## src/hw/rtl/tfpp_pkg.sv

```systemverilog
// Shared types and constants for the touch frame point parser.
`default_nettype none

package tfpp_pkg;

   localparam logic OP_FRAME_BYTE = 1'b0;
   localparam logic OP_RELEASE    = 1'b1;

   localparam logic [2:0] CSR_SWAP_AXES     = 3'd0;
   localparam logic [2:0] CSR_MIRROR_HORIZ  = 3'd1;
   localparam logic [2:0] CSR_MIRROR_VERT   = 3'd2;
   localparam logic [2:0] CSR_SCREEN_WIDTH  = 3'd3;
   localparam logic [2:0] CSR_SCREEN_HEIGHT = 3'd4;

   localparam logic [12:0] SCREEN_SIZE_RESET = 13'd412;

   localparam logic [7:0] GESTURE_MARK  = 8'hF6;
   localparam logic [6:0] MARK_POS      = 7'd4;
   localparam logic [6:0] FIRST_REC_POS = 7'd5;
   localparam logic [6:0] REC_LEN       = 7'd6;
   localparam logic [6:0] MIN_FRAME_LEN = 7'd10;
   localparam logic [6:0] POS_LIMIT     = 7'd127;

   typedef struct packed {
      logic       op;
      logic [7:0] frame_byte;
      logic       end_of_frame;
   } req_beat_type;

   typedef struct packed {
      logic        pressed;
      logic [15:0] touch_x;
      logic [15:0] touch_y;
      logic [2:0]  point_count;
   } rsp_beat_type;

   typedef struct packed {
      logic        swap_axes;
      logic        mirror_horizontal;
      logic        mirror_vertical;
      logic [12:0] screen_width;
      logic [12:0] screen_height;
   } cfg_type;

   typedef struct packed {
      logic        emit;
      logic [2:0]  count;
      logic [11:0] raw_x;
      logic [11:0] raw_y;
   } frame_summary_type;

endpackage

`default_nettype wire

```

## src/hw/rtl/tfpp_frame_parser.sv

```systemverilog
// Frame byte tracker: byte position, gesture mark, record count and first point capture.
`default_nettype none

module tfpp_frame_parser #(
   parameter int MAX_RECORDS     = 5,
   parameter int MAX_FRAME_BYTES = 64
) (
   input  wire logic                       clock,
   input  wire logic                       reset,
   input  wire logic                       advance,
   input  wire tfpp_pkg::req_beat_type     beat,
   output tfpp_pkg::frame_summary_type     summary
);
   import tfpp_pkg::*;

   localparam logic [6:0] FRAME_LIMIT = 7'(MAX_FRAME_BYTES);
   localparam logic [2:0] POINT_LIMIT = 3'(MAX_RECORDS);
   localparam logic [6:0] FIRST_HIT   = MIN_FRAME_LEN - 7'd1;

   logic [6:0]  pos_ff, pos_in;
   logic        gesture_ff, gesture_in;
   logic [2:0]  records_ff, records_in;
   logic [6:0]  next_rec_ff, next_rec_in;
   logic [7:0]  x_low_ff, x_low_in;
   logic [7:0]  y_low_ff, y_low_in;
   logic [11:0] raw_x_ff, raw_x_in;
   logic [11:0] raw_y_ff, raw_y_in;

   logic [6:0]  w_pos;
   logic        w_gesture;
   logic [2:0]  w_records;
   logic [6:0]  w_next_rec;
   logic [7:0]  w_x_low;
   logic [7:0]  w_y_low;
   logic [11:0] w_raw_x;
   logic [11:0] w_raw_y;
   logic        clear;

   always_comb begin
      w_pos      = pos_ff;
      w_gesture  = gesture_ff;
      w_records  = records_ff;
      w_next_rec = next_rec_ff;
      w_x_low    = x_low_ff;
      w_y_low    = y_low_ff;
      w_raw_x    = raw_x_ff;
      w_raw_y    = raw_y_ff;
      summary    = '0;
      clear      = 1'b0;

      if (beat.op == OP_RELEASE) begin
         clear        = 1'b1;
         summary.emit = 1'b1;
      end else begin
         if (pos_ff < FRAME_LIMIT) begin
            if (pos_ff == MARK_POS) begin
               w_gesture = (beat.frame_byte == GESTURE_MARK);
            end else if (pos_ff == FIRST_REC_POS) begin
               w_x_low = beat.frame_byte;
            end else if (pos_ff == FIRST_REC_POS + 7'd1) begin
               w_y_low = beat.frame_byte;
            end else if (pos_ff == FIRST_REC_POS + 7'd2) begin
               w_raw_x = {beat.frame_byte[7:4], x_low_ff};
               w_raw_y = {beat.frame_byte[3:0], y_low_ff};
            end
            if (pos_ff == next_rec_ff && records_ff < POINT_LIMIT) begin
               w_records  = records_ff + 3'd1;
               w_next_rec = next_rec_ff + REC_LEN;
            end
         end
         if (pos_ff != POS_LIMIT) begin
            w_pos = pos_ff + 7'd1;
         end
         clear         = beat.end_of_frame;
         summary.emit  = beat.end_of_frame;
         summary.count = w_gesture ? 3'd0 : w_records;
         summary.raw_x = w_raw_x;
         summary.raw_y = w_raw_y;
      end

      if (clear) begin
         pos_in      = '0;
         gesture_in  = 1'b0;
         records_in  = '0;
         next_rec_in = FIRST_HIT;
         x_low_in    = '0;
         y_low_in    = '0;
         raw_x_in    = '0;
         raw_y_in    = '0;
      end else begin
         pos_in      = w_pos;
         gesture_in  = w_gesture;
         records_in  = w_records;
         next_rec_in = w_next_rec;
         x_low_in    = w_x_low;
         y_low_in    = w_y_low;
         raw_x_in    = w_raw_x;
         raw_y_in    = w_raw_y;
      end
   end

   always_ff @(posedge clock) begin
      if (reset) begin
         pos_ff      <= '0;
         gesture_ff  <= 1'b0;
         records_ff  <= '0;
         next_rec_ff <= FIRST_HIT;
         x_low_ff    <= '0;
         y_low_ff    <= '0;
         raw_x_ff    <= '0;
         raw_y_ff    <= '0;
      end else if (advance) begin
         pos_ff      <= pos_in;
         gesture_ff  <= gesture_in;
         records_ff  <= records_in;
         next_rec_ff <= next_rec_in;
         x_low_ff    <= x_low_in;
         y_low_ff    <= y_low_in;
         raw_x_ff    <= raw_x_in;
         raw_y_ff    <= raw_y_in;
      end
   end

   a_records_capped: assert property (@(posedge clock) disable iff (reset)
      records_ff <= POINT_LIMIT)
      else $error("Record count passed the point limit.");

   a_frame_restarts: assert property (@(posedge clock) disable iff (reset)
      (advance && summary.emit) |=> (pos_ff == 7'd0 && records_ff == 3'd0))
      else $error("Frame state was not cleared after a result.");

endmodule

`default_nettype wire

```

## src/hw/rtl/tfpp_point_xform.sv

```systemverilog
// Swap and mirror of the first point, and the held coordinates for releases.
`default_nettype none

module tfpp_point_xform (
   input  wire logic                        clock,
   input  wire logic                        reset,
   input  wire logic                        commit,
   input  wire tfpp_pkg::cfg_type           cfg,
   input  wire tfpp_pkg::frame_summary_type summary,
   output tfpp_pkg::rsp_beat_type           result
);
   import tfpp_pkg::*;

   logic [15:0] held_x_ff;
   logic [15:0] held_y_ff;
   logic [15:0] sw_x;
   logic [15:0] sw_y;
   logic [15:0] new_x;
   logic [15:0] new_y;
   logic        has_point;

   always_comb begin
      if (cfg.swap_axes) begin
         sw_x = {4'd0, summary.raw_y};
         sw_y = {4'd0, summary.raw_x};
      end else begin
         sw_x = {4'd0, summary.raw_x};
         sw_y = {4'd0, summary.raw_y};
      end
      if (cfg.mirror_horizontal && cfg.screen_width != 13'd0) begin
         new_x = {3'd0, cfg.screen_width} - 16'd1 - sw_x;
      end else begin
         new_x = sw_x;
      end
      if (cfg.mirror_vertical && cfg.screen_height != 13'd0) begin
         new_y = {3'd0, cfg.screen_height} - 16'd1 - sw_y;
      end else begin
         new_y = sw_y;
      end
      has_point          = (summary.count != 3'd0);
      result.pressed     = has_point;
      result.touch_x     = has_point ? new_x : held_x_ff;
      result.touch_y     = has_point ? new_y : held_y_ff;
      result.point_count = summary.count;
   end

   always_ff @(posedge clock) begin
      if (reset) begin
         held_x_ff <= '0;
         held_y_ff <= '0;
      end else if (commit && has_point) begin
         held_x_ff <= new_x;
         held_y_ff <= new_y;
      end
   end

endmodule

`default_nettype wire

```

## src/hw/rtl/tfpp_rsp_buffer.sv

```systemverilog
// Result register with a skid stage so the upstream side can keep moving.
`default_nettype none

module tfpp_rsp_buffer (
   input  wire logic                    clock,
   input  wire logic                    reset,
   input  wire logic                    push,
   input  wire tfpp_pkg::rsp_beat_type  push_data,
   output logic                         room,
   output logic                         rsp_valid,
   input  wire logic                    rsp_ready,
   output tfpp_pkg::rsp_beat_type       rsp_data
);
   import tfpp_pkg::*;

   logic         out_valid_ff;
   logic         skid_valid_ff;
   rsp_beat_type out_data_ff;
   rsp_beat_type skid_data_ff;
   logic         pop;

   assign pop       = out_valid_ff && rsp_ready;
   assign room      = !skid_valid_ff;
   assign rsp_valid = out_valid_ff;
   assign rsp_data  = out_data_ff;

   always_ff @(posedge clock) begin
      if (reset) begin
         out_valid_ff  <= 1'b0;
         skid_valid_ff <= 1'b0;
      end else if (skid_valid_ff) begin
         if (pop) begin
            out_data_ff   <= skid_data_ff;
            skid_valid_ff <= 1'b0;
         end
      end else if (push) begin
         if (!out_valid_ff || pop) begin
            out_data_ff  <= push_data;
            out_valid_ff <= 1'b1;
         end else begin
            skid_data_ff  <= push_data;
            skid_valid_ff <= 1'b1;
         end
      end else if (pop) begin
         out_valid_ff <= 1'b0;
      end
   end

   a_skid_behind_out: assert property (@(posedge clock) disable iff (reset)
      skid_valid_ff |-> out_valid_ff)
      else $error("Skid stage holds a beat while the output stage is empty.");

   a_no_overrun: assert property (@(posedge clock) disable iff (reset)
      !(push && skid_valid_ff))
      else $error("Result pushed while both stages were full.");

endmodule

`default_nettype wire

```

## src/hw/rtl/touch_frame_point_parser_top.sv

```systemverilog
// Top level of the touch frame point parser.
//
//   Channel  Direction  Handshake              Payload
//   req      in         req_valid/req_ready    req_data: op, frame_byte, end_of_frame
//   rsp      out        rsp_valid/rsp_ready    rsp_data: pressed, touch_x, touch_y, point_count
//   csr      in         csr_write_en           csr_index, csr_wdata
//
// One beat per cycle is accepted while req_ready is high. A beat is held in the input register,
// then the frame state and the point transform settle combinationally into the result register,
// so rsp_valid rises once the result register takes the result of the beat causing it. A skid stage
// behind the result register takes one more result while the output is stalled; after that
// the input register holds its beat and req_ready drops.
// Reset is synchronous: it clears frame state, held coordinates and valid flags, and loads CSR defaults.
`default_nettype none

module touch_frame_point_parser_top #(
   parameter int MAX_RECORDS     = 5,
   parameter int MAX_FRAME_BYTES = 64
) (
   input  wire logic                   clock,
   input  wire logic                   reset,
   input  wire logic                   req_valid,
   output logic                        req_ready,
   input  wire tfpp_pkg::req_beat_type req_data,
   output logic                        rsp_valid,
   input  wire logic                   rsp_ready,
   output tfpp_pkg::rsp_beat_type      rsp_data,
   input  wire logic                   csr_write_en,
   input  wire logic [2:0]             csr_index,
   input  wire logic [12:0]            csr_wdata
);
   import tfpp_pkg::*;

   cfg_type           cfg_ff;
   logic              in_valid_ff;
   req_beat_type      in_beat_ff;
   logic              room;
   logic              advance;
   logic              push;
   frame_summary_type summary;
   rsp_beat_type      result;

   assign advance   = in_valid_ff && room;
   assign req_ready = !in_valid_ff || advance;
   assign push      = advance && summary.emit;

   always_ff @(posedge clock) begin
      if (reset) begin
         cfg_ff.swap_axes         <= 1'b0;
         cfg_ff.mirror_horizontal <= 1'b0;
         cfg_ff.mirror_vertical   <= 1'b0;
         cfg_ff.screen_width      <= SCREEN_SIZE_RESET;
         cfg_ff.screen_height     <= SCREEN_SIZE_RESET;
      end else if (csr_write_en) begin
         unique case (csr_index)
            CSR_SWAP_AXES:     cfg_ff.swap_axes         <= csr_wdata[0];
            CSR_MIRROR_HORIZ:  cfg_ff.mirror_horizontal <= csr_wdata[0];
            CSR_MIRROR_VERT:   cfg_ff.mirror_vertical   <= csr_wdata[0];
            CSR_SCREEN_WIDTH:  cfg_ff.screen_width      <= csr_wdata;
            CSR_SCREEN_HEIGHT: cfg_ff.screen_height     <= csr_wdata;
            default: begin
            end
         endcase
      end
   end

   always_ff @(posedge clock) begin
      if (reset) begin
         in_valid_ff <= 1'b0;
      end else if (req_ready) begin
         in_valid_ff <= req_valid;
      end
   end

   always_ff @(posedge clock) begin
      if (req_valid && req_ready) begin
         in_beat_ff <= req_data;
      end
   end

   tfpp_frame_parser #(
      .MAX_RECORDS     (MAX_RECORDS),
      .MAX_FRAME_BYTES (MAX_FRAME_BYTES)
   ) u_parser (
      .clock   (clock),
      .reset   (reset),
      .advance (advance),
      .beat    (in_beat_ff),
      .summary (summary)
   );

   tfpp_point_xform u_xform (
      .clock   (clock),
      .reset   (reset),
      .commit  (push),
      .cfg     (cfg_ff),
      .summary (summary),
      .result  (result)
   );

   tfpp_rsp_buffer u_rsp (
      .clock     (clock),
      .reset     (reset),
      .push      (push),
      .push_data (result),
      .room      (room),
      .rsp_valid (rsp_valid),
      .rsp_ready (rsp_ready),
      .rsp_data  (rsp_data)
   );

   a_release_not_pressed: assert property (@(posedge clock) disable iff (reset)
      (push && in_beat_ff.op == OP_RELEASE) |-> (!result.pressed && result.point_count == 3'd0))
      else $error("A release produced a pressed result.");

endmodule

`default_nettype wire
```

## config.mk

```make
export PLATFORM = sky130hd
export DESIGN_NAME = touch_frame_point_parser_top
export DESIGN_NICKNAME = d
export VERILOG_FILES = /design/src/hw/rtl/tfpp_pkg.sv /design/src/hw/rtl/tfpp_frame_parser.sv /design/src/hw/rtl/tfpp_point_xform.sv /design/src/hw/rtl/tfpp_rsp_buffer.sv /design/src/hw/rtl/touch_frame_point_parser_top.sv
export SDC_FILE = /design/constraint.sdc
export NUM_CORES = 1
export LEC_CHECK = 0
export ABC_AREA = 1
export BUFFER_PORTS_ARGS = -buffer_cell sky130_fd_sc_hd__buf_2
export CORE_AREA = 2 2 175 177
export CTS_BUF_LIST = sky130_fd_sc_hd__clkbuf_2 sky130_fd_sc_hd__clkbuf_4 sky130_fd_sc_hd__clkbuf_8
export DETAILED_ROUTE_END_ITERATION = 10
export DIE_AREA = 0 0 177 179
export GPL_TIMING_DRIVEN = 1
export PLACE_DENSITY = 0.57
export RECOVER_POWER = 50
export REMOVE_ABC_BUFFERS = 1
export SLEW_MARGIN = 20
export SYNTH_ARGS = -nofsm -noshare
export SYNTH_HDL_FRONTEND = slang
export SYNTH_HIERARCHICAL = 1
export SYNTH_SLANG_ARGS = --single-unit
export TNS_END_PERCENT = 1
```

## constraint.sdc

```tcl
create_clock -name clock -period 12 [get_ports clock]
set_clock_uncertainty 0.15 [all_clocks]
set_input_delay 2.4 -clock clock [delete_from_list [all_inputs] [get_ports clock]]
set_output_delay 2.4 -clock clock [all_outputs]
set_load 0.01 [all_outputs]
```

==> results.json, run 1 <==
{
  "run_status": "complete, but fails checks",
  "violations": "capacitance limit, slew limit",
  "tritoncts.num_buffers": 36,
  "number_of_enable_type_register_cells_in_the_synthesized_netlist": 82,
  "rows": 64,
  "cp_common_cell": "sky130_fd_sc_hd__clkbuf_1",
  "worst_path_max_delay_cell": "sky130_fd_sc_hd__clkbuf_1",
  "drtAntennaViolNets": 0,
  "post-route-util_pct": 43.8,
  "async_set_reset_flop_share_out_of_synthesis_pct": 0,
  "final_hold_viol_count": 0,
  "timing.critical_path.cells": "clkbuf_1 > clkbuf_1 > inv_1 > nand2_1 > inv_1 > clkbuf_1",
  "crit_path_max_incr_delay_ps": 2040,
  "yosysTopAreaCell": "sky130_fd_sc_hd__edfxtp_1",
  "final.hold.worst_slack_ps": 308,
  "powerDensity_nw_per_um2": 114,
  "postCtsResizedCells": 0,
  "grt_start_max_net_pins": 57,
  "insertion_delay_ps": 530,
  "number_of_drc_violations_after_detailed_routing_iteration_0": 600,
  "grt.overflow.total": 0,
  "die_area_um2": 31700,
  "postSynthCellCount": 1615,
  "antenna_cells_inserted": 0,
  "synth_flop_type": "sky130_fd_sc_hd__dfxtp_1",
  "wirelength_um": 28700,
  "placement.cell_area_um2": 12600,
  "die_x_um": 177,
  "worstSetupPathType": "in -> reg",
  "layout-drive-gt1-share_pct": 12.4,
  "kind_of_end_point_of_the_critical_path": "register",
  "synth_warnings": 6,
  "yosys-top-cells-area": "sky130_fd_sc_hd__edfxtp_1 20%, sky130_fd_sc_hd__dfxtp_1 20%, sky130_fd_sc_hd__nand2_1 14%, sky130_fd_sc_hd__inv_1 6.1%, sky130_fd_sc_hd__nor2_1 4.2%",
  "fin_crit_ps": 6960,
  "timing.critical_path.arrival_ps": 6770,
  "routed_wire_length_per_instance_um": 13.8,
  "hold_path.class": "reg -> reg",
  "first_pass_iters": 5,
  "post-route-drc-count": 0,
  "ys_ff_latch": 204,
  "fin_setup_tns_ps": 0,
  "place.port_buffers": 68,
  "static-leakage-power_nw": 5.44,
  "post-synth-top-count-cell": "sky130_fd_sc_hd__nand2_1",
  "fp.coreArea_um2": 30000,
  "initial_antenna_violation_count": 0,
  "tritoncts": "done",
  "area.growth.synth_to_final_pct": 8.59,
  "min_period_over_period_pct": 58.0,
  "floorplan.initialDensity_pct": 40.3,
  "syn_avg_cell_area_um2": 7.50,
  "via_count": 10100,
  "overall_routing_resource_usage_pct": 18.5,
  "stdcell_area_um2": 13200,
  "timing.critical_path.fanout_max": 56,
  "place_hpwl_um": 20700,
  "post_synth_instance_area_um2": 12100,
  "via_count_normalized_by_instance_count": 4.84,
  "first_global_vias": 9322,
  "finalNetCount": 1729,
  "postCtsSetupBuffers": 0,
  "die_h_um": 179,
  "grt_pass1_wl_um": 47300,
  "ys_types": 46,
  "worst-r2r-setup-slack_ps": 5990,
  "seq_area_frac_synth_pct": 40.5,
  "clk_pin_slew_ps": 60,
  "post_cts_hold_buffer_count": 0,
  "timing.slew.headroom_pct": -86.5,
  "final-setup-viol-count": 0,
  "htree_num_levels": 2,
  "layout_fillers": 3140,
  "worst-slew-pin-transition_ps": 2800,
  "rsz_0062_raised_after_global_routing": "false",
  "synth.top_cells.by_count": "454 x sky130_fd_sc_hd__nand2_1, 196 x sky130_fd_sc_hd__inv_1, 136 x sky130_fd_sc_hd__nor2_1",
  "worst_ep_required_time_ps": 11800,
  "slew_violations": 165,
  "cp-start-kind": "input pin",
  "worst_ir_drop_vdd_mv": 0.0662,
  "max_fclk_mhz": 144,
  "area_share_of_the_largest_cell_type_after_synthesis_pct": 20.3,
  "cap_violations": 4,
  "top_level_ports": 69,
  "cts_buffer_depth": 3,
  "clock-sinks": 204,
  "clk_root_buffer_cell": "sky130_fd_sc_hd__clkbuf_8",
  "final_replace_weighted_congestion": 0.912
}
## final timing paths
| check | from | to | cells after the start |
|---|---|---|---|
| hold / removal | u_parser/y_low_ff[5]$_SDFFE_PP0P_ | u_parser/y_low_ff[5]$_SDFFE_PP0P_ | 2 |
| setup reg to reg | u_rsp/skid_valid_ff$_SDFF_PP0_ | u_parser/raw_y_ff[2]$_SDFFE_PP0P_ | 9 |
| hold reg to reg | u_parser/y_low_ff[5]$_SDFFE_PP0P_ | u_parser/y_low_ff[5]$_SDFFE_PP0P_ | 2 |
| setup / recovery | reset | u_rsp/skid_data_ff[30]$_DFFE_PP_ | 6 |
## cells in the final DEF, fill, tap and decap left out, types with 9 or more instances in the layout
cell type	netlist	routed
sky130_fd_sc_hd__a21oi_1	92	104
sky130_fd_sc_hd__buf_2	14	30
sky130_fd_sc_hd__clkbuf_1	26	43
sky130_fd_sc_hd__clkbuf_4	0	14
sky130_fd_sc_hd__clkbuf_8	0	39
sky130_fd_sc_hd__clkinv_1	0	9
sky130_fd_sc_hd__dfxtp_1	122	122
sky130_fd_sc_hd__edfxtp_1	82	82
sky130_fd_sc_hd__ha_1	36	36
sky130_fd_sc_hd__inv_1	196	198
sky130_fd_sc_hd__nand2_1	454	456
sky130_fd_sc_hd__nand2_2	13	11
sky130_fd_sc_hd__nand2_4	21	21
sky130_fd_sc_hd__nand3_1	97	98
sky130_fd_sc_hd__nand3_2	26	25
sky130_fd_sc_hd__nand3b_1	17	17
sky130_fd_sc_hd__nand4_1	21	21
sky130_fd_sc_hd__nor2_1	136	135
sky130_fd_sc_hd__nor2_2	13	13
sky130_fd_sc_hd__nor3_1	9	9
sky130_fd_sc_hd__o21ai_0	77	77
sky130_fd_sc_hd__o21ai_1	14	14
sky130_fd_sc_hd__o21ai_2	9	9
sky130_fd_sc_hd__or2_2	12	12
sky130_fd_sc_hd__xnor2_1	9	9
sky130_fd_sc_hd__xor2_1	26	26
## layout make-up
cell class | instances | area [um2] | area share (%)
clock inverter | 13 | 58.8 | 0.447
inverter | 206 | 773 | 5.88
tap | 396 | 495 | 3.77
clock buffer | 53 | 642 | 4.88
sequential | 204 | 4900 | 37.3
timing repair buffer | 76 | 334 | 2.54
multi-input combinational | 1136 | 5940 | 45.2
## state kept, by name, indices dropped and copies added (netlist names)
name                  cells
u_xform/held_y_ff        16
cfg_ff                   29
u_rsp/skid_valid_ff       1
u_parser/gesture_ff       1
in_valid_ff               1
u_parser/x_low_ff         8
u_xform/held_x_ff        16
u_parser/raw_y_ff        12
u_parser/next_rec_ff      7
u_rsp/rsp_valid           1
u_parser/records_ff       3
u_parser/raw_x_ff        12
u_parser/y_low_ff         8
u_rsp/rsp_data           36
u_parser/pos_ff           7
in_beat_ff               10
u_rsp/skid_data_ff       36
## report_power, final
| part | internal (mW) | switching, mW |
|---|---|---|
| Combinational | 0.0392 | 0.0858 |
| Clock | 0.343 | 0.286 |
| Sequential | 0.730 | 0.0103 |
| Total | 1.11 | 0.382 |
## per-layer routing
layer	track usage, %	routed length, um
met1	26.7	14600
met2	28.6	12200
met3	2.78	1290
met4	5.48	652
met5	0	0
## kinds of logic (layout without fill, tap and decap cells)
kind of cell             count (synthesis)  after routing  synth area share [%]
adder cells (fa/ha/maj)                 38             38                  4.05
XOR/XNOR                                35             35                  2.53
buffers and inverters                  275            348                  10.0
AO/OA/AOI/OAI                          230            230                  10.8
flip-flops                             204            204                  40.5
AND/OR/NAND/NOR                        833            833                  32.1
## worst max-delay path, delay by kind of cell
| kind | cells | cell delay (ps) |
|---|---|---|
| buf+inv | 5 | 4070 |
| simple gates | 1 | 230 |
## metrics by stage
| step | power [mW] | std cells | setup slack [ps] |
|---|---|---|---|
| floorplan | 0.838 | 1546 | 7310 |
| global placement | 0.881 | 2018 | 6740 |
| detailed placement | 0.881 | 2018 | 6650 |
| CTS | 1.52 | 2084 | 6640 |
| global route | 1.56 | 2084 | 4400 |
| finish | 1.49 | 2084 | 5040 |
No activity file was read; power rests on OpenSTA's default activity.
==> run 2, diff against run 1 <==
--- a/config.mk
+++ b/config.mk
@@ -12,7 +12,7 @@
 export DETAILED_ROUTE_END_ITERATION = 10
 export DIE_AREA = 0 0 177 179
 export GPL_TIMING_DRIVEN = 1
-export PLACE_DENSITY = 0.57
+export PLACE_DENSITY = 0.59
 export RECOVER_POWER = 50
 export REMOVE_ABC_BUFFERS = 1
 export SLEW_MARGIN = 20
==> constraint.sdc (replaced) <==
create_clock -name clock -period 6.37 [get_ports clock]
set_clock_uncertainty 0.15 [all_clocks]
set_input_delay 1.274 -clock clock [delete_from_list [all_inputs] [get_ports clock]]
set_output_delay 1.274 -clock clock [all_outputs]
set_load 0.01 [all_outputs]
==> run 2 against run 1 <==
Net effect: largest power group unchanged; combinational power rose by 90%; highest routed layer unchanged; critical endpoint is now u_parser/raw_y_ff[6]$_SDFFE_PP0P_; the flow still finishes with violations (capacitance limit, slew limit); flip-flop and latch count did not move; total power rose by 95%.
==> results.json, run 2 (synthesized netlist as in run 1, its figures left out) <==
{
  "stdcell_count": 2087,
  "power.switching_fraction_pct": 25.1,
  "clk_root_buffer_cell": "sky130_fd_sc_hd__clkbuf_8",
  "place_hpwl_um": 20900,
  "cts_buffer_depth": 3,
  "grt_pass1_wl_um": 47000,
  "clock-sinks": 204,
  "run_status": "complete, but fails checks",
  "worst_ir_drop_vdd_mv": 0.107,
  "kind_of_end_point_of_the_critical_path": "register",
  "via_count_normalized_by_instance_count": 4.85,
  "worst_path_max_delay_cell": "sky130_fd_sc_hd__clkbuf_1",
  "min_period_over_period_pct": 80.1,
  "htree_num_levels": 2,
  "tritoncts.num_buffers": 37,
  "multi_input_comb_area_um2": 5920,
  "top_level_ports": 69,
  "fin_setup_tns_ps": 0,
  "pwr-share-seq_pct": 47.9,
  "rsz_0062_raised_after_global_routing": "false",
  "crit_path_max_incr_delay_ps": 1380,
  "layout-drive-gt1-share_pct": 12.7,
  "dpl.cell_count": 2020,
  "worstSetupPathType": "reg -> reg",
  "initial_antenna_violation_count": 0,
  "static-leakage-power_nw": 5.49,
  "first_global_vias": 9175,
  "post-route-drc-count": 0,
  "total_power_mw": 2.91,
  "insertion_delay_ps": 530,
  "first_pass_iters": 8,
  "layout_fillers": 3074,
  "drtAntennaViolNets": 0,
  "timing.critical_path.fanout_max": 41,
  "antenna_cells_inserted": 0,
  "die_h_um": 179,
  "final_replace_weighted_congestion": 0.912,
  "area.growth.synth_to_final_pct": 9.05,
  "sequential_cell_area_um2": 4900,
  "worst-slew-pin-transition_ps": 1870,
  "critical-path-top-delay-family": "buffers and inverters",
  "cap_violations": 3,
  "worst_ep_required_time_ps": 6670,
  "finalNetCount": 1732,
  "clk_pin_slew_ps": 60,
  "wirelength_um": 29100,
  "final.hold.worst_slack_ps": 313,
  "rows": 64,
  "fp.coreArea_um2": 30000,
  "timing.slew.headroom_pct": -24.5,
  "routed_wire_length_per_instance_um": 14.0,
  "hold_path.class": "reg -> reg",
  "timing.critical_path.cells": "buf_4 > inv_1 > nand2_1 > inv_1 > inv_1 > nor2_1 > clkbuf_1 > nand3_1 > a21oi_2",
  "final_hold_viol_count": 0,
  "number_of_drc_violations_after_detailed_routing_iteration_0": 556,
  "most-common-layout-cells": "455 x sky130_fd_sc_hd__nand2_1, 197 x sky130_fd_sc_hd__inv_1, 135 x sky130_fd_sc_hd__nor2_1",
  "post_cts_hold_buffer_count": 0,
  "grt.overflow.total": 0,
  "timing.critical_path.arrival_ps": 5400,
  "cp-start-kind": "register",
  "cp_common_cell": "sky130_fd_sc_hd__inv_1",
  "floorplan.initialDensity_pct": 40.3,
  "overall_routing_resource_usage_pct": 18.4,
  "place.port_buffers": 68,
  "slew_violations": 101,
  "comb_power_share_pct": 8.2,
  "layout_commonest_cell": "sky130_fd_sc_hd__nand2_1",
  "intPower_mw": 2.18,
  "share_clk_of_total_power_pct": 43.9,
  "max_fclk_mhz": 196,
  "final-setup-viol-count": 0,
  "grt_start_max_net_pins": 49,
  "postCtsResizedCells": 0,
  "powerDensity_nw_per_um2": 220,
  "fin_crit_ps": 5100,
  "die_x_um": 177,
  "violations": "capacitance limit, slew limit",
  "tritoncts": "done",
  "via_count": 10100,
  "postCtsSetupBuffers": 0,
  "power.net_switching_uw": 731,
  "die_area_um2": 31700,
  "worstPathBufferInverterCount": 5
}
## run 2: changes by cell type in the layout (fill, tap and decap cells not counted), moves of 2 or more
cell | before | now
sky130_fd_sc_hd__a21oi_1 | 104 | 110
sky130_fd_sc_hd__a21oi_2 | 8 | 2
sky130_fd_sc_hd__clkbuf_4 | 14 | 19
sky130_fd_sc_hd__clkinv_1 | 9 | 4
sky130_fd_sc_hd__buf_4 | 3 | 7
sky130_fd_sc_hd__clkbuf_1 | 43 | 41
## run 2: stage by stage
step	utilization (%)	setup WS [ps]	area, um2
6_report	44.0	1270	13200
5_1_grt	44.0	865	13200
4_1_cts	44.5	1600	13300
3_5_place_dp	41.9	1630	12600
3_3_place_gp	41.9	1650	12600
2_1_floorplan	-	1770	11700
## run 2: routing by layer
layer,part of all wire (%),vias up,GRT usage [%]
li1,-,5288,-
met1,51,4561,26.2
met2,42,227,28.4
met3,4.5,51,2.91
met4,2.6,0,5.99
met5,0,-,0
## run 2: worst register-to-register path: cells and delay by family (launching register included)
| kind | cells | cell delay, ps |
|---|---|---|
| AOI/OAI and AO/OA | 1 | 180 |
| buffers and inverters | 5 | 3460 |
| DFF | 1 | 290 |
| and+or+nand+nor | 3 | 950 |
## run 2: path summary, 6_finish.rpt
path	startpoint	endpoint	slack, ps	cells past startpoint
min reg2reg	u_parser/y_low_ff[7]$_SDFFE_PP0P_	u_parser/y_low_ff[7]$_SDFFE_PP0P_	310	2
max	u_rsp/skid_valid_ff$_SDFF_PP0_	u_parser/raw_y_ff[6]$_SDFFE_PP0P_	1270	9
max reg2reg	u_rsp/skid_valid_ff$_SDFF_PP0_	u_parser/raw_y_ff[6]$_SDFFE_PP0P_	1270	9
min	u_parser/y_low_ff[7]$_SDFFE_PP0P_	u_parser/y_low_ff[7]$_SDFFE_PP0P_	310	2
## run 2: power by group through the flow
stage / clock network [mW] / registers [mW] / logic, mW
2_1_floorplan: 0 / 1.42 / 0.157
3_3_place_gp: 0 / 1.42 / 0.239
3_5_place_dp: 0 / 1.42 / 0.240
4_1_cts: 1.31 / 1.39 / 0.241
5_1_grt: 1.38 / 1.40 / 0.270
6_report: 1.28 / 1.39 / 0.238
## run 2: area by class of cell
class,instances,share of cell area (%)
well taps,396,3.75
clock inverters,8,0.502
clock buffers,59,5.25
multi-input cells,1136,44.8
repair buffers,78,2.70
inverters,206,5.86
flip-flops and latches,204,37.1
